<file path="src/hdl/mlqas_pkg.sv">
// ----------------------------------------------------------------------------
// mlqas_pkg
// Shared widths, operation codes and the command and status bundles of the
// multilevel ready-queue scheduler.
// ----------------------------------------------------------------------------
package mlqas_pkg;

    // fixed field widths
    localparam int ID_W   = 3;
    localparam int OP_W   = 2;
    localparam int PRIO_W = 2;

    // default sizes
    localparam int DEF_NUM_PROCESSES = 8;
    localparam int DEF_NUM_LEVELS    = 4;

    // operation codes
    localparam logic [OP_W-1:0] OP_SCHED = 2'd0;
    localparam logic [OP_W-1:0] OP_RESET = 2'd1;
    localparam logic [OP_W-1:0] OP_CLEAR = 2'd2;

    // level selection codes
    localparam logic [1:0] LVL_CUR   = 2'd0;
    localparam logic [1:0] LVL_NEXT  = 2'd1;
    localparam logic [1:0] LVL_PRIO  = 2'd2;
    localparam logic [1:0] LVL_FIRST = 2'd3;

    // controller to datapath
    typedef struct packed {
        logic       capture;
        logic       clear;
        logic [1:0] lvl_sel;
        logic       lvl_clr;
        logic       lvl_inc;
        logic       pop;
        logic       push_rd;
        logic       push_id;
        logic       rm_init;
        logic       rm_rd;
        logic       rm_chk;
        logic       rm_commit;
        logic       pick_mark;
        logic       out_load;
    } cmd_t;

    // datapath to controller
    typedef struct packed {
        logic [OP_W-1:0] op;
        logic            id_ok;
        logic            last_lvl;
        logic            nonempty_next;
        logic            full_cur;
        logic            rm_done;
        logic            out_free;
    } status_t;

endpackage

</file>
<file path="src/hdl/mlqas_ram.sv">
// ----------------------------------------------------------------------------
// mlqas_ram
// Generic single-write, single-read RAM with registered read data.
// ----------------------------------------------------------------------------
module mlqas_ram #(
    parameter int WIDTH = 8,
    parameter int DEPTH = 32
) (
    input  logic                     clk,
    input  logic                     wr_en,
    input  logic [$clog2(DEPTH)-1:0] wr_addr,
    input  logic [WIDTH-1:0]         wr_data,
    input  logic                     rd_en,
    input  logic [$clog2(DEPTH)-1:0] rd_addr,
    output logic [WIDTH-1:0]         rd_data
);

    logic [WIDTH-1:0] mem [DEPTH];

    // write port
    always_ff @(posedge clk)
    begin
        if (wr_en)
        begin
            mem[wr_addr] <= wr_data;
        end
    end

    // registered read, holds when not enabled
    always_ff @(posedge clk)
    begin
        if (rd_en)
        begin
            rd_data <= mem[rd_addr];
        end
    end

endmodule

</file>
<file path="src/hdl/mlqas_ctrl.sv">
// ----------------------------------------------------------------------------
// mlqas_ctrl
// Sequencer of the scheduler: walks aging, re-queue, pick and removal steps
// and drives the datapath through a command bundle.
// ----------------------------------------------------------------------------
module mlqas_ctrl (
    input  logic               clk,
    input  logic               rst_n,
    input  logic               in_valid,
    output logic               in_stall,
    input  mlqas_pkg::status_t status,
    output mlqas_pkg::cmd_t    cmd
);

    localparam logic [3:0] ST_IDLE     = 4'd0;
    localparam logic [3:0] ST_DISPATCH = 4'd1;
    localparam logic [3:0] ST_AGE_CHK  = 4'd2;
    localparam logic [3:0] ST_AGE_RD   = 4'd3;
    localparam logic [3:0] ST_AGE_WR   = 4'd4;
    localparam logic [3:0] ST_PUSH     = 4'd5;
    localparam logic [3:0] ST_PICK     = 4'd6;
    localparam logic [3:0] ST_SEND     = 4'd7;
    localparam logic [3:0] ST_RM_RD    = 4'd8;
    localparam logic [3:0] ST_RM_CHK   = 4'd9;

    logic [3:0] state_reg;
    logic [3:0] state_next;

    // state register
    always_ff @(posedge clk or negedge rst_n)
    begin
        if (!rst_n)
        begin
            state_reg <= ST_IDLE;
        end
        else
        begin
            state_reg <= state_next;
        end
    end

    assign in_stall = (state_reg != ST_IDLE);

    // next state and commands
    always_comb
    begin
        state_next  = state_reg;
        cmd         = '0;
        cmd.lvl_sel = mlqas_pkg::LVL_CUR;
        case (state_reg)
            ST_IDLE:
            begin
                if (in_valid)
                begin
                    cmd.capture = 1'b1;
                    state_next  = ST_DISPATCH;
                end
            end
            ST_DISPATCH:
            begin
                case (status.op)
                    mlqas_pkg::OP_SCHED:
                    begin
                        cmd.lvl_clr = 1'b1;
                        state_next  = ST_AGE_CHK;
                    end
                    mlqas_pkg::OP_RESET:
                    begin
                        if (status.id_ok)
                        begin
                            cmd.lvl_clr = 1'b1;
                            cmd.rm_init = 1'b1;
                            state_next  = ST_RM_RD;
                        end
                        else
                        begin
                            state_next = ST_IDLE;
                        end
                    end
                    mlqas_pkg::OP_CLEAR:
                    begin
                        cmd.clear  = 1'b1;
                        state_next = ST_IDLE;
                    end
                    default:
                    begin
                        state_next = ST_IDLE;
                    end
                endcase
            end
            // aging: move head of level+1 to tail of level
            ST_AGE_CHK:
            begin
                if (status.last_lvl)
                begin
                    state_next = ST_PUSH;
                end
                else if (status.nonempty_next && !status.full_cur)
                begin
                    state_next = ST_AGE_RD;
                end
                else
                begin
                    cmd.lvl_inc = 1'b1;
                end
            end
            ST_AGE_RD:
            begin
                cmd.lvl_sel = mlqas_pkg::LVL_NEXT;
                cmd.pop     = 1'b1;
                state_next  = ST_AGE_WR;
            end
            ST_AGE_WR:
            begin
                cmd.push_rd = 1'b1;
                cmd.lvl_inc = 1'b1;
                state_next  = ST_AGE_CHK;
            end
            // re-queue the given process
            ST_PUSH:
            begin
                cmd.lvl_sel = mlqas_pkg::LVL_PRIO;
                cmd.push_id = 1'b1;
                state_next  = (status.op == mlqas_pkg::OP_SCHED) ? ST_PICK : ST_IDLE;
            end
            ST_PICK:
            begin
                cmd.lvl_sel   = mlqas_pkg::LVL_FIRST;
                cmd.pop       = 1'b1;
                cmd.pick_mark = 1'b1;
                state_next    = ST_SEND;
            end
            ST_SEND:
            begin
                if (status.out_free)
                begin
                    cmd.out_load = 1'b1;
                    state_next   = ST_IDLE;
                end
            end
            // removal: compact one level, then move on
            ST_RM_RD:
            begin
                if (status.rm_done)
                begin
                    cmd.rm_commit = 1'b1;
                    if (status.last_lvl)
                    begin
                        state_next = ST_PUSH;
                    end
                    else
                    begin
                        cmd.lvl_inc = 1'b1;
                        cmd.rm_init = 1'b1;
                    end
                end
                else
                begin
                    cmd.rm_rd  = 1'b1;
                    state_next = ST_RM_CHK;
                end
            end
            ST_RM_CHK:
            begin
                cmd.rm_chk = 1'b1;
                state_next = ST_RM_RD;
            end
            default:
            begin
                state_next = ST_IDLE;
            end
        endcase
    end

endmodule

</file>
<file path="src/hdl/mlqas_datapath.sv">
// ----------------------------------------------------------------------------
// mlqas_datapath
// Queue storage, per-level head and count registers, removal cursors and
// the result register of the scheduler.
// ----------------------------------------------------------------------------
module mlqas_datapath #(
    parameter int NUM_PROCESSES = mlqas_pkg::DEF_NUM_PROCESSES,
    parameter int NUM_LEVELS    = mlqas_pkg::DEF_NUM_LEVELS
) (
    input  logic                         clk,
    input  logic                         rst_n,
    input  mlqas_pkg::cmd_t              cmd,
    output mlqas_pkg::status_t           status,
    input  logic [mlqas_pkg::OP_W-1:0]   operation,
    input  logic [mlqas_pkg::ID_W-1:0]   process_id,
    input  logic                         is_ready,
    input  logic [mlqas_pkg::PRIO_W-1:0] priority_req,
    input  logic                         out_stall,
    output logic                         out_valid,
    output logic [mlqas_pkg::ID_W-1:0]   next_process
);

    localparam int PW    = $clog2(NUM_PROCESSES);
    localparam int CW    = $clog2(NUM_PROCESSES + 1);
    localparam int LW    = $clog2(NUM_LEVELS);
    localparam int DEPTH = NUM_LEVELS * NUM_PROCESSES;
    localparam int AW    = $clog2(DEPTH);

    // captured item
    logic [mlqas_pkg::OP_W-1:0]   op_reg;
    logic [mlqas_pkg::ID_W-1:0]   id_reg;
    logic                         ready_reg;
    logic [mlqas_pkg::PRIO_W-1:0] prio_reg;

    // queue control state
    logic [PW-1:0] head_reg [NUM_LEVELS];
    logic [PW-1:0] head_next [NUM_LEVELS];
    logic [CW-1:0] count_reg [NUM_LEVELS];
    logic [CW-1:0] count_next [NUM_LEVELS];
    logic [LW-1:0] lvl_reg;
    logic [CW-1:0] k_reg;
    logic [CW-1:0] n_reg;
    logic          none_reg;
    logic          out_valid_reg;
    logic [mlqas_pkg::ID_W-1:0] out_data_reg;

    logic [NUM_LEVELS-1:0] nonempty;
    logic [NUM_LEVELS-1:0] full;
    logic [LW-1:0]         lvl_next;
    logic [LW-1:0]         lvl_first;
    logic [LW-1:0]         lvl_prio;
    logic [LW-1:0]         sel_lvl;
    logic [PW-1:0]         head_sel;
    logic [CW-1:0]         count_sel;
    logic [AW-1:0]         base_addr;
    logic                  last_lvl;
    logic                  id_ok;
    logic                  pop_eff;
    logic                  push_eff;
    logic                  rm_wr;
    logic                  wr_en;
    logic                  rd_en;
    logic [AW-1:0]         wr_addr;
    logic [AW-1:0]         rd_addr;
    logic [mlqas_pkg::ID_W-1:0] wr_data;
    logic [mlqas_pkg::ID_W-1:0] rd_data;

    // ring position of head plus offset
    function automatic logic [PW-1:0] wrap_pos(input logic [PW-1:0] head,
                                               input logic [CW-1:0] off);
        logic [CW:0] sum;
        sum = (CW+1)'(head) + (CW+1)'(off);
        if (sum >= (CW+1)'(NUM_PROCESSES))
        begin
            sum = sum - (CW+1)'(NUM_PROCESSES);
        end
        return PW'(sum);
    endfunction

    // per-level flags
    always_comb
    begin
        for (int l = 0; l < NUM_LEVELS; l++)
        begin
            nonempty[l] = (count_reg[l] != '0);
            full[l]     = (count_reg[l] == CW'(NUM_PROCESSES));
        end
    end

    // first non-empty level
    always_comb
    begin
        lvl_first = '0;
        for (int l = NUM_LEVELS - 1; l >= 0; l--)
        begin
            if (nonempty[l])
            begin
                lvl_first = LW'(l);
            end
        end
    end

    assign last_lvl = (lvl_reg == LW'(NUM_LEVELS - 1));
    assign lvl_next = last_lvl ? lvl_reg : lvl_reg + LW'(1);
    assign lvl_prio = (32'(prio_reg) >= 32'(NUM_LEVELS)) ? LW'(NUM_LEVELS - 1)
                                                         : LW'(prio_reg);
    assign id_ok    = (id_reg != '0) && (32'(id_reg) < 32'(NUM_PROCESSES));

    // level selection
    always_comb
    begin
        case (cmd.lvl_sel)
            mlqas_pkg::LVL_CUR:   sel_lvl = lvl_reg;
            mlqas_pkg::LVL_NEXT:  sel_lvl = lvl_next;
            mlqas_pkg::LVL_PRIO:  sel_lvl = lvl_prio;
            mlqas_pkg::LVL_FIRST: sel_lvl = lvl_first;
            default:              sel_lvl = lvl_reg;
        endcase
    end

    assign head_sel  = head_reg[sel_lvl];
    assign count_sel = count_reg[sel_lvl];
    assign base_addr = AW'(sel_lvl) * AW'(NUM_PROCESSES);

    // memory access qualifiers
    assign pop_eff  = cmd.pop && (count_sel != '0);
    assign push_eff = cmd.push_rd
                      || (cmd.push_id && ready_reg && id_ok && (count_sel != CW'(NUM_PROCESSES)));
    assign rm_wr    = cmd.rm_chk && (rd_data != id_reg);

    assign wr_en   = push_eff || rm_wr;
    assign wr_addr = base_addr + AW'(wrap_pos(head_sel, cmd.rm_chk ? n_reg : count_sel));
    assign wr_data = cmd.push_id ? id_reg : rd_data;
    assign rd_en   = pop_eff || cmd.rm_rd;
    assign rd_addr = base_addr + AW'(cmd.rm_rd ? wrap_pos(head_sel, k_reg) : head_sel);

    mlqas_ram #(
        .WIDTH (mlqas_pkg::ID_W),
        .DEPTH (DEPTH)
    ) u_slots (
        .clk     (clk),
        .wr_en   (wr_en),
        .wr_addr (wr_addr),
        .wr_data (wr_data),
        .rd_en   (rd_en),
        .rd_addr (rd_addr),
        .rd_data (rd_data)
    );

    // head and count update
    always_comb
    begin
        for (int l = 0; l < NUM_LEVELS; l++)
        begin
            head_next[l]  = head_reg[l];
            count_next[l] = count_reg[l];
            if (cmd.clear)
            begin
                head_next[l]  = '0;
                count_next[l] = '0;
            end
            else if (sel_lvl == LW'(l))
            begin
                if (pop_eff)
                begin
                    head_next[l]  = (head_reg[l] == PW'(NUM_PROCESSES - 1)) ? '0
                                                                             : head_reg[l] + PW'(1);
                    count_next[l] = count_reg[l] - CW'(1);
                end
                else if (push_eff)
                begin
                    count_next[l] = count_reg[l] + CW'(1);
                end
                else if (cmd.rm_commit)
                begin
                    count_next[l] = n_reg;
                end
            end
        end
    end

    // control registers
    always_ff @(posedge clk or negedge rst_n)
    begin
        if (!rst_n)
        begin
            for (int l = 0; l < NUM_LEVELS; l++)
            begin
                head_reg[l]  <= '0;
                count_reg[l] <= '0;
            end
            lvl_reg       <= '0;
            k_reg         <= '0;
            n_reg         <= '0;
            none_reg      <= 1'b0;
            out_valid_reg <= 1'b0;
        end
        else
        begin
            for (int l = 0; l < NUM_LEVELS; l++)
            begin
                head_reg[l]  <= head_next[l];
                count_reg[l] <= count_next[l];
            end
            if (cmd.lvl_clr)
            begin
                lvl_reg <= '0;
            end
            else if (cmd.lvl_inc)
            begin
                lvl_reg <= lvl_next;
            end
            if (cmd.rm_init)
            begin
                k_reg <= '0;
                n_reg <= '0;
            end
            else
            begin
                if (cmd.rm_rd)
                begin
                    k_reg <= k_reg + CW'(1);
                end
                if (rm_wr)
                begin
                    n_reg <= n_reg + CW'(1);
                end
            end
            if (cmd.pick_mark)
            begin
                none_reg <= (nonempty == '0);
            end
            if (cmd.out_load)
            begin
                out_valid_reg <= 1'b1;
            end
            else if (!out_stall)
            begin
                out_valid_reg <= 1'b0;
            end
        end
    end

    // payload registers
    always_ff @(posedge clk)
    begin
        if (cmd.capture)
        begin
            op_reg    <= operation;
            id_reg    <= process_id;
            ready_reg <= is_ready;
            prio_reg  <= priority_req;
        end
        if (cmd.out_load)
        begin
            out_data_reg <= none_reg ? '0 : rd_data;
        end
    end

    // status back to the sequencer
    always_comb
    begin
        status.op            = op_reg;
        status.id_ok         = id_ok;
        status.last_lvl      = last_lvl;
        status.nonempty_next = nonempty[lvl_next];
        status.full_cur      = full[lvl_reg];
        status.rm_done       = (k_reg == count_reg[lvl_reg]);
        status.out_free      = !out_valid_reg || !out_stall;
    end

    assign out_valid    = out_valid_reg;
    assign next_process = out_data_reg;

endmodule

</file>
<file path="src/hdl/multilevel_queue_aging_scheduler_unit.sv">
// ----------------------------------------------------------------------------
// multilevel_queue_aging_scheduler_unit
// Multilevel FIFO ready-queue scheduler with aging: schedule, slot reset and
// clear items over one queue per priority level, level 0 highest.
//
//   channel | signals                                            | direction
//   --------+----------------------------------------------------+----------
//   in      | in_valid, in_stall, operation, process_id,         | to block
//           | is_ready, priority_req                             |
//   out     | out_valid, out_stall, next_process                 | from block
//
// one item at a time; the sequencer walks the levels one step at a time over
// a queue memory with one read port and one write port
// schedule: ages each level pair, re-queues, picks, waits for the result slot
// slot reset: removes the id from every level, re-queues it; an idle id is skipped
// clear empties every queue; reset empties every queue at once, no clearing pass
// a held result does not block the next item until its pick must be stored
// ----------------------------------------------------------------------------
module multilevel_queue_aging_scheduler_unit #(
    parameter int NUM_PROCESSES = mlqas_pkg::DEF_NUM_PROCESSES,
    parameter int NUM_LEVELS    = mlqas_pkg::DEF_NUM_LEVELS
) (
    input  logic                         clk,
    input  logic                         rst_n,
    input  logic                         in_valid,
    output logic                         in_stall,
    input  logic [mlqas_pkg::OP_W-1:0]   operation,
    input  logic [mlqas_pkg::ID_W-1:0]   process_id,
    input  logic                         is_ready,
    input  logic [mlqas_pkg::PRIO_W-1:0] priority_req,
    output logic                         out_valid,
    input  logic                         out_stall,
    output logic [mlqas_pkg::ID_W-1:0]   next_process
);

    mlqas_pkg::cmd_t    cmd;
    mlqas_pkg::status_t status;

    // sequencer
    mlqas_ctrl u_ctrl (
        .clk      (clk),
        .rst_n    (rst_n),
        .in_valid (in_valid),
        .in_stall (in_stall),
        .status   (status),
        .cmd      (cmd)
    );

    // queues and result register
    mlqas_datapath #(
        .NUM_PROCESSES (NUM_PROCESSES),
        .NUM_LEVELS    (NUM_LEVELS)
    ) u_datapath (
        .clk          (clk),
        .rst_n        (rst_n),
        .cmd          (cmd),
        .status       (status),
        .operation    (operation),
        .process_id   (process_id),
        .is_ready     (is_ready),
        .priority_req (priority_req),
        .out_stall    (out_stall),
        .out_valid    (out_valid),
        .next_process (next_process)
    );

endmodule

</file>
<file path="config.mk">
export PLATFORM = sky130hd
export DESIGN_NAME = multilevel_queue_aging_scheduler_unit
export DESIGN_NICKNAME = d
export VERILOG_FILES = /design/src/hdl/mlqas_pkg.sv /design/src/hdl/mlqas_ram.sv /design/src/hdl/mlqas_ctrl.sv /design/src/hdl/mlqas_datapath.sv /design/src/hdl/multilevel_queue_aging_scheduler_unit.sv
export SDC_FILE = /design/constraint.sdc
export NUM_CORES = 1
export LEC_CHECK = 0
export BUFFER_PORTS_ARGS = -buffer_cell sky130_fd_sc_hd__buf_2
export CAP_MARGIN = 20
export CORE_MARGIN = 8
export CORE_UTILIZATION = 63
export CTS_CLUSTER_SIZE = 24
export DETAILED_ROUTE_END_ITERATION = 8
export GPL_TIMING_DRIVEN = 0
export PLACE_DENSITY = 0.87
export SYNTH_ARGS = -nofsm -noshare
export SYNTH_HDL_FRONTEND = slang
export SYNTH_SLANG_ARGS = --single-unit
export TNS_END_PERCENT = 100
</file>
<file path="constraint.sdc">
create_clock -name clk -period 5.4 [get_ports clk]
set_input_delay 0.54 -clock clk [delete_from_list [all_inputs] [get_ports clk]]
set_output_delay 0.54 -clock clk [all_outputs]
set_load 0.03 [all_outputs]
</file>
==> out/qor.yml, run 1 <==
outcome: "finished clean"
power_density_nw_per_um2: 604.7
drive_gt1_share_pct: 16.80
critPathRequiredTime_ns: 5.55
synth-edff-count: 110
grt_pass1_wl_um: 34540
netlist.area_leader.share_pct: 39.43
p_switching_w: 0.002418
hp-class: "input pin to register"
whs_ns: 0.2845
worstSetupStartpointType: "register"
fmaxAchievable_mhz: 192.0
gp_congestion: 0.9582
synth-async-reset-ratio_pct: 28.57
via_per_inst: 6.924
core_um2: 13140
crit_path_end_kind: "register"
maxSlewHeadroom_pct: 33.56
setup_tns_ns: 0
regToRegEndpoint: "u_datapath.u_slots.rd_data[1]"
drv_slew: 0
ant_nets: 0
largest_register_ffs: 96
grt_usage_pct: 25.59
worstSetupPathType: "register to register"
grt_pass1_vias: 6230
synth.most_common_cell: "edfxtp_1"
finalPower_w: 0.005607
ys_top_cells_by_area: "edfxtp_1 (39%), dfrtp_1 (13%), mux4_2 (4.6%)"
clk_pin_slew_ns: 0.06
area_delta_synth_final_pct: 10.66
netlist-cell-type-count: 95
hpwl_um: 14650
vias: 6453
cts_num_sinks: 154
period_minus_slack_ns: 5.207
r2r_setup_slack_ns: 0.19
synth_cells: 706
cts_tree: "yes"
rr_worst_depth: 17
clock-skew-final_ns: 0.01246
postCtsSetupBuffers: 0
finalHoldViolCount: 0
yosysTopAreaCell: "edfxtp_1"
wl_um: 22070
die_h_um: 131.3
start_util_pct: 63.77
cts_root_buf: "clkbuf_16"
seqPwrFrac_pct: 30.4
fp.dieW_um: 131.3
grt-ovfl-total: 0
drt_pre_antenna_iters: 8
startpoint: "u_datapath.count_reg[0]"
dp.cells: 898
die_area_um2: 17240
syn-num-nets: 742
r2r_start: "u_datapath.count_reg[0]"
ys_warn_count: 0
initialDrtViolationCount: 852
synth_ff_type: "edfxtp_1"
cts_made_buffers: 17
setup.worst_path.end: "u_datapath.u_slots.rd_data[1]"
whs_path_depth: 1
grt_max_degree: 45
antenna_found_initial: 0
nets: 779
cp_max_fo: 10
internal-power_w: 0.003188
leakagePower_nw: 3.405
peakVddDrop_uv: 322.7
ios: 17
maxCapViolations: 0
clockBufferDepth: 2
io_buffers: 16
worstMarginPinSlew_ns: 0.9890
route.detailed.drc: 0
clock_latency_ns: 0.44
p_sw_share_pct: 43.13
htree_levels: 4
finalNonFillerCells: 932
arrival_ns: 5.36
row_count: 42
setup_viol: 0
clkPwrFrac_pct: 20.4
ys_seq_elements: 154
synth_seq_area_share_pct: 52.57
synth_area_per_cell_um2: 11.87
synth_area_um2: 8378
timing.final.crit_share_pct: 96.43
synth_common_cells: "edfxtp_1 (110), nor2_1 (82), nand2_1 (58)"
avgRoutedWirePerCell_um: 23.68
antenna_cells: 0
p_comb_share_pct: 49.3
rsz0062_at_grt: "no"
==> layer usage <==
metal / wire length [um] / GRT usage, % / up-vias
met1: 8780 / 33.74 / 3126
met2: 10030 / 39.16 / 473
met4: 891 / 12.57 / 0
li1: - / - / 2775
met5: 0 / 0 / -
met3: 2370 / 6.059 / 79
==> final cells by class <==
cell class,count,area [um2]
buffer,33,177.7
clock inverter,12,115.1
tap,176,220.2
fill,876,3866
multi-input combinational,502,3742
inverter,17,63.81
timing repair buffer,18,110.1
clock buffer,20,436.7
sequential,154,4405
==> layout by cell type, fill, tap and decap left out, types with 6 or more instances in the layout <==
cell       netlist  routed
clkbuf_1        10      13
edfxtp_1       110     110
or3_1            7       7
dfrtp_1         44      43
mux2i_1         21      21
a311oi_1         9       9
nand2b_1         9       9
a21oi_1         37      37
nand4_1          6       6
a31oi_1          6       6
nor2b_1          8       8
nor3_1          16      16
nor2_1          82      82
a22oi_1          7       7
inv_1           16      16
buf_2           16      32
nand3_1         20      20
clkbuf_16        0      17
nand2_1         58      57
mux4_2          17      17
ha_1            22      22
xor2_1           8       8
a211oi_1         7       7
xnor2_1         13      12
mux2_2          13      13
o21ai_0         17      17
==> critical path, stage by stage, from the launching register on <==
cell and delay, ns:
dfrtp_1 0.53, inv_1 0.10, ha_1 0.26, nor3b_2 0.21
a2111o_1 0.46, o2111a_1 0.26, a311oi_1 0.40, a22oi_2 0.23
ha_1 0.24, fa_1 0.48, nand2_1 0.08, o21ai_2 0.26
buf_4 0.34, mux2i_1 0.35, a21oi_1 0.13, a22o_1 0.22
a211oi_1 0.24, o2111ai_1 0.15
==> power groups by stage <==
stage / sequential (W) / clock, W / combinational, W
6_report: 0.00170 / 0.00114 / 0.00276
5_1_grt: 0.00172 / 0.00117 / 0.00294
4_1_cts: 0.00169 / 0.00114 / 0.00268
3_5_place_dp: 0.00171 / 0 / 0.00264
3_3_place_gp: 0.00170 / 0 / 0.00256
2_1_floorplan: 0.00165 / 0 / 0.00198
==> how the worst min path moves through the flow <==
stage / start / end / slack [ns]
2_1_floorplan: rst_n / u_ctrl.state_reg[0] / 0.24
3_3_place_gp: u_datapath.out_valid / u_datapath.out_valid / 0.49
3_5_place_dp: u_datapath.out_valid / u_datapath.out_valid / 0.52
4_1_cts: is_ready / u_datapath.ready_reg / 0.28
5_1_grt: is_ready / u_datapath.ready_reg / 0.29
6_report: is_ready / u_datapath.ready_reg / 0.28
==> kinds of logic (layout without fill, tap and decap cells) <==
kind of cell,count (synthesis),count (layout),share of synthesized area [%]
simple gates,249,249,15.19
flops,154,154,52.57
compound gates,153,153,13.90
mux,55,55,9.498
buf+inv,50,100,2.882
fa+ha+maj,24,24,3.763
xor+xnor,21,21,2.195
==> per-stage QoR <==
stage	setup WS, ns	utilization, %	area (um2)
2_1_floorplan	1.146	-	8378
3_3_place_gp	0.3960	66.06	8678
3_5_place_dp	0.2925	66.06	8678
4_1_cts	0.2014	70.26	9230
5_1_grt	0.02382	70.57	9271
6_report	0.1927	70.57	9271
==> timing repair <==
action,CTS,global route
endpoints found under the setup margin,0,3
hold buffers,0,1
endpoints found under the hold margin,0,7
resized for setup,0,3
(Power assumes the default switching activity.)
==> inputs of run 2 (changes only) <==
CORE_MARGIN = unset   (was 8)
REMOVE_ABC_BUFFERS = 1   (was unset)
==> out/qor.yml, run 2 (synthesis results as in run 1) <==
outcome: "finished clean"
final_cell_mix: "edfxtp_1 (110), nor2_1 (82), nand2_1 (58), dfrtp_1 (43), a21oi_1 (37)"
hpwl_um: 13680  # -6.7%
r2r_setup_slack_ns: 0.27  # +0.08 ns
hold_start: "priority_req[1]"
cts_root_buf: "clkbuf_16"
power_density_nw_per_um2: 608.7  # +0.65%
highest_layer: "met4"
whs_path_depth: 1  # unchanged
crit_path_frequent_cell: "nand2_1"
setup_viol: 0  # unchanged
drv_slew: 0  # unchanged
crit_path_end_kind: "register"
pre_cts_ws_ns: 0.1574  # -0.1352 ns
hp-class: "input pin to register"
period_minus_slack_ns: 5.126  # -0.08087 ns
crit_family: "compound AO/OA/AOI/OAI gates"
clock-skew-final_ns: 0.01175  # -0.0007088 ns
clock_latency_ns: 0.44  # about the same
grt_pass1_wl_um: 33560  # -2.8%
clockBufferDepth: 2  # unchanged
cts_made_buffers: 17  # unchanged
critical_path.slowest_cell: "a2111o_1"
maxCapViolations: 0  # unchanged
internal-power_w: 0.003225  # +1.2%
start_util_pct: 65.59  # +1.8 points
leakagePower_nw: 3.361  # -1.3%
clkPwrFrac_pct: 21.4  # +1.0 points
fp.dieW_um: 117.3  # -11%
wl_um: 20920  # -5.2%
grt_pass1_vias: 6132  # -1.6%
finalPower_w: 0.005642  # +0.62%
drt_pre_antenna_iters: 6  # -2
antenna_cells: 0  # unchanged
met3WireLength_um: 2024  # -15%
routed-wl-met2_um: 9964  # -0.61%
r2r_start: "u_datapath.count_reg[5]"
final_common_cell: "edfxtp_1"
drive_gt1_share_pct: 15.93  # -0.86 points
cp_max_fo: 22  # +12
gp_congestion: 0.9479  # -1.1%
grt_max_degree: 45  # unchanged
final_cell_area_um2: 9269  # about the same
route.detailed.drc: 0  # unchanged
avgRoutedWirePerCell_um: 23.24  # -1.8%
grt-ovfl-total: 0  # unchanged
p_sw_share_pct: 42.84  # -0.30 points
row_count: 41  # -2.4%
area_delta_synth_final_pct: 10.63  # about the same
cts_tree: "yes"
wl_met1_um: 8169  # -7.0%
setup_tns_ns: 0  # unchanged
p_comb_share_pct: 47.1  # -2.2 points
fmaxAchievable_mhz: 195.1  # +1.6%
critPathBufInv: 2  # unchanged
peakVddDrop_uv: 339.5  # +5.2%
dpl_cell_area_um2: 8607  # -0.82%
cts_num_sinks: 154  # unchanged
maxSlewHeadroom_pct: 29.89  # -3.7 points
p_switching_w: 0.002417  # about the same
grt_usage_pct: 32.10  # +6.5 points
hold_end: "u_datapath.lvl_prio[1]"
worstPathCellList: "inv_1, ha_1, nor3b_2, a2111o_1, o211ai_4, nand2_1, nand2_1, a22oi_2, ha_1, fa_1, nand2_1, o21ai_4, buf_16, mux2_1, o31ai_1, a31o_1, a41oi_1, nand4b_1"
worstSetupStartpointType: "register"
critPathRequiredTime_ns: 5.57  # +0.02 ns
largest_register_ffs: 96  # unchanged
antenna_found_initial: 0  # unchanged
initialDrtViolationCount: 929  # +9.0%
htree_levels: 4  # unchanged
nets: 751  # -3.6%
regToRegEndpoint: "u_datapath.u_slots.rd_data[0]"
seqPwrFrac_pct: 31.5  # +1.1 points
worstSetupPathType: "register to register"
die_h_um: 117.3  # -11%
critPathMaxStageDelay_ns: 0.51  # -0.02 ns
finalHoldViolCount: 0  # unchanged
ant_nets: 0  # unchanged
timing.final.crit_share_pct: 94.93  # -1.5 points
rsz0062_at_grt: "no"
whs_ns: 0.2783  # -0.006153 ns
arrival_ns: 5.30  # -0.06 ns
clk_pin_slew_ns: 0.07  # about the same
rr_worst_depth: 18  # +1
fin_ws_ns: 0.2736  # +0.08087 ns
worstMarginPinSlew_ns: 1.048  # +0.05934 ns
io_buffers: 16  # unchanged
ios: 17  # unchanged
core_um2: 12770  # -2.8%
via_per_inst: 6.970  # +0.67%
vias: 6273  # -2.8%
die_area_um2: 13760  # -20%
-- run 2: cell types whose count changed in the layout (fill, tap and decap cells not counted), sizes merged --
cell      change
buf          -18
clkbuf       -13
clkinv        +1
clkinvlp      +1
inv           +1
-- run 2: power groups by stage --
stage          Combinational (W)  Clock [W]  Sequential (W)
4_1_cts                  0.00259    0.00121         0.00176
6_report                 0.00266    0.00120         0.00178
5_1_grt                  0.00284    0.00126         0.00179
2_1_floorplan            0.00184          0         0.00170
3_3_place_gp             0.00234          0         0.00177
3_5_place_dp             0.00254          0         0.00178
-- run 2: area by class of cell --
class	count	area (um2)
fillers	757	3505
clock inverters	15	180.2
well taps	172	215.2
clock buffers	17	425.4
flip-flops and latches	154	4405
multi-input cells	502	3780
repair buffers	23	198.9
inverters	17	63.81
-- run 2: repair_timing --
action / 4_1_cts / 5_1_grt
resized for setup: 0 / 3
endpoints found under the hold margin: 0 / 4
hold buffers: 0 / 1
setup buffers: 0 / 1
endpoints found under the setup margin: 0 / 3
-- run 2: through the flow --
step | utilization, % | cells
after floorplan | - | 673
after global placement | 66.51 | 861
after detailed placement | 67.38 | 865
after CTS | 72.12 | 897
after global routing | 72.56 | 900
final | 72.56 | 900
-- run 2: layer usage --
| metal | vias up | GRT usage, % |
|---|---|---|
| met3 | 71 | 7.198 |
| li1 | 2720 | - |
| met5 | - | 0 |
| met4 | 0 | 14.37 |
| met2 | 458 | 50.26 |
| met1 | 3024 | 42.97 |
-- run 2: how the worst max path moves through the flow --
stage | cells past startpoint | end | start | slack [ns]
6_report | 18 | u_datapath.u_slots.rd_data[0] | u_datapath.count_reg[5] | 0.27
5_1_grt | 18 | u_datapath.u_slots.rd_data[0] | u_datapath.count_reg[5] | 0.06
3_5_place_dp | 16 | u_datapath.u_slots.rd_data[1] | u_datapath.count_reg[4] | 0.16
3_3_place_gp | 16 | u_datapath.u_slots.rd_data[1] | u_datapath.count_reg[4] | -0.30
4_1_cts | 16 | u_datapath.u_slots.rd_data[1] | u_datapath.count_reg[4] | 0.12
2_1_floorplan | 16 | u_datapath.u_slots.rd_data[0] | u_datapath.count_reg[4] | 0.84
==> inputs of run 3 (changes only) <==
clock period = 4.9 ns   (was 5.4 ns; I/O delays follow)
==> out/qor.yml, run 3 (synthesis results as in run 1) <==
outcome: "finished clean"
fill_cells: 708  # -6.5%
nets: 768  # +2.3%
wl_um: 22030  # +5.3%
ant_nets: 0  # unchanged
via_per_inst: 7.103  # +1.9%
internal-power_w: 0.003673  # +14%
row_count: 41  # unchanged
avgRoutedWirePerCell_um: 24.03  # +3.4%
power_density_nw_per_um2: 679.4  # +12%
grt_pass1_vias: 6212  # +1.3%
timing.final.crit_share_pct: 99.35  # +4.4 points
die_h_um: 117.3  # unchanged
setup_viol: 0  # unchanged
fin_ws_ns: 0.03198  # -0.2416 ns
p_switching_w: 0.002763  # +14%
p_sw_share_pct: 42.93  # +0.096 points
whs_ns: 0.2269  # -0.05139 ns
dpl_cell_area_um2: 8607  # unchanged
dp.cells: 865  # unchanged
ios: 17  # unchanged
io_buffers: 16  # unchanged
clock_latency_ns: 0.44  # about the same
cts_tree: "yes"
grt_max_degree: 45  # unchanged
core_um2: 12770  # unchanged
leakagePower_nw: 3.451  # +2.7%
cp_max_fo: 8  # -64%
clockBufferDepth: 2  # unchanged
critPathMaxStageDelay_ns: 0.52  # about the same
rsz0062_at_grt: "yes"
setup_tns_ns: 0  # unchanged
seqPwrFrac_pct: 30.4  # -1.1 points
start_util_pct: 65.59  # unchanged
grt_usage_pct: 32.66  # +0.56 points
pre_cts_ws_ns: -0.3426  # -0.5000 ns
antenna_found_initial: 0  # unchanged
cts_num_sinks: 154  # unchanged
drive_gt1_share_pct: 19.60  # +3.7 points
clkPwrFrac_pct: 20.7  # -0.7 points
cts_root_buf: "clkbuf_16"
crit_path_frequent_cell: "ha_1"
area_delta_synth_final_pct: 13.07
final_cell_mix: "edfxtp_1 (110), nor2_1 (82), nand2_1 (57), a21oi_1 (37), dfrtp_1 (36)"
hp-class: "input pin to register"
die_area_um2: 13760  # unchanged
grt-ovfl-total: 0  # unchanged
gp_congestion: 0.9479  # unchanged
route.detailed.drc: 0  # unchanged
period_minus_slack_ns: 4.868  # -0.2584 ns
clk_pin_slew_ns: 0.07  # about the same
drv_slew: 0  # unchanged
p_comb_share_pct: 49.0  # +1.9 points
finalHoldViolCount: 0  # unchanged
arrival_ns: 5.05  # -0.25 ns
fp.dieW_um: 117.3  # unchanged
worstPathCellList: "inv_1, ha_1, nor3b_2, a2111o_1, o2111a_1, a311oi_2, a22oi_2, ha_1, fa_1, nand2_1, o21ai_4, buf_12, mux2_2, nor3_1, a311oi_1, a22oi_1, nand4b_1"
crit_path_end_kind: "register"
worstSetupStartpointType: "register"
clock-skew-final_ns: 0.008791  # -0.002962 ns
htree_levels: 4  # unchanged
drt_pre_antenna_iters: 6  # unchanged
critical_path.slowest_cell: "a2111o_1"
final_common_cell: "edfxtp_1"
fmaxAchievable_mhz: 205.4  # +5.3%
peakVddDrop_uv: 389.7  # +15%
antenna_cells: 0  # unchanged
finalNonFillerCells: 917  # +1.9%
vias: 6513  # +3.8%
hpwl_um: 13680  # unchanged
critPathBufInv: 2  # unchanged
grt_pass1_wl_um: 34100  # +1.6%
largest_register_ffs: 96  # unchanged
worstMarginPinSlew_ns: 1.064  # +0.01614 ns
critPathRequiredTime_ns: 5.08  # -0.49 ns
initialDrtViolationCount: 1039  # +12%
worstSetupPathType: "register to register"
maxSlewHeadroom_pct: 28.81  # -1.1 points
crit_family: "compound AO/OA/AOI/OAI gates"
cts_made_buffers: 17  # unchanged
maxCapViolations: 0  # unchanged
final_cell_area_um2: 9473  # +2.2%
[run 3: worst reg2reg max path: stages, from the launching register on]
cell and delay [ns]:
dfrtp_2 0.44, inv_1 0.06, ha_1 0.21, nor3b_2 0.21, a2111o_1 0.52, o2111a_1 0.27, a311oi_2 0.34, a22oi_2 0.18
ha_1 0.22, fa_1 0.49, nand2_1 0.13, o21ai_4 0.17, buf_12 0.18, mux2_2 0.33, nor3_1 0.31, a311oi_1 0.15
a22oi_1 0.27, nand4b_1 0.14
[run 3: cell type report]
class,instances,area (um2),share of cell area [%]
multi-input combinational,502,3822,40.35
tap,172,215.2,2.272
clock inverter,15,180.2,1.902
timing repair buffer,40,351.6,3.712
clock buffer,17,425.4,4.491
sequential,154,4414,46.60
inverter,17,63.81,0.6736
[run 3: worst paths after layout]
path | slack, ns | startpoint | to | cells after the start
min | 0.23 | process_id[2] | u_datapath.id_reg[2] | 1
min reg2reg | 0.57 | u_datapath.head_reg[8] | u_datapath.head_reg[8] | 2
max in group asynchronous | 4.02 | rst_n | u_ctrl.state_reg[0] | 3
max reg2reg | 0.03 | u_datapath.count_reg[1] | u_datapath.u_slots.rd_data[0] | 17
max | 0.03 | u_datapath.count_reg[1] | u_datapath.u_slots.rd_data[0] | 17
min in group asynchronous | 0.40 | rst_n | u_datapath.count_reg[15] | 2
[run 3: repair_timing]
action	4_1_cts	5_1_grt
endpoints found under the hold margin	0	4
hold buffers	0	1
resized for setup	3	15
setup buffers	4	14
pin swaps	1	3
endpoints found under the setup margin	21	99
[run 3: power by group through the flow]
stage | logic [W] | registers (W) | clock network (W)
6_report | 0.00315 | 0.00196 | 0.00133
5_1_grt | 0.00334 | 0.00197 | 0.00139
4_1_cts | 0.00292 | 0.00194 | 0.00133
3_5_place_dp | 0.00280 | 0.00196 | 0
3_3_place_gp | 0.00258 | 0.00195 | 0
2_1_floorplan | 0.00203 | 0.00187 | 0
[run 3: per-stage QoR]
stage,power [W],utilization [%]
2_1_floorplan,0.003899,-
3_3_place_gp,0.004529,66.51
3_5_place_dp,0.004759,67.38
4_1_cts,0.006193,72.60
5_1_grt,0.006706,74.16
6_report,0.006436,74.16
[run 3: routing by layer]
layer / track usage (%) / wire length [um] / part of all wire, % / up-vias
met1: 43.46 / 7997 / 36 / 3114
met4: 15.67 / 1068 / 4.8 / 0
met5: 0 / 0 / 0 / -
met2: 51.18 / 10380 / 47 / 534
li1: - / - / - / 2760
met3: 7.004 / 2588 / 12 / 105
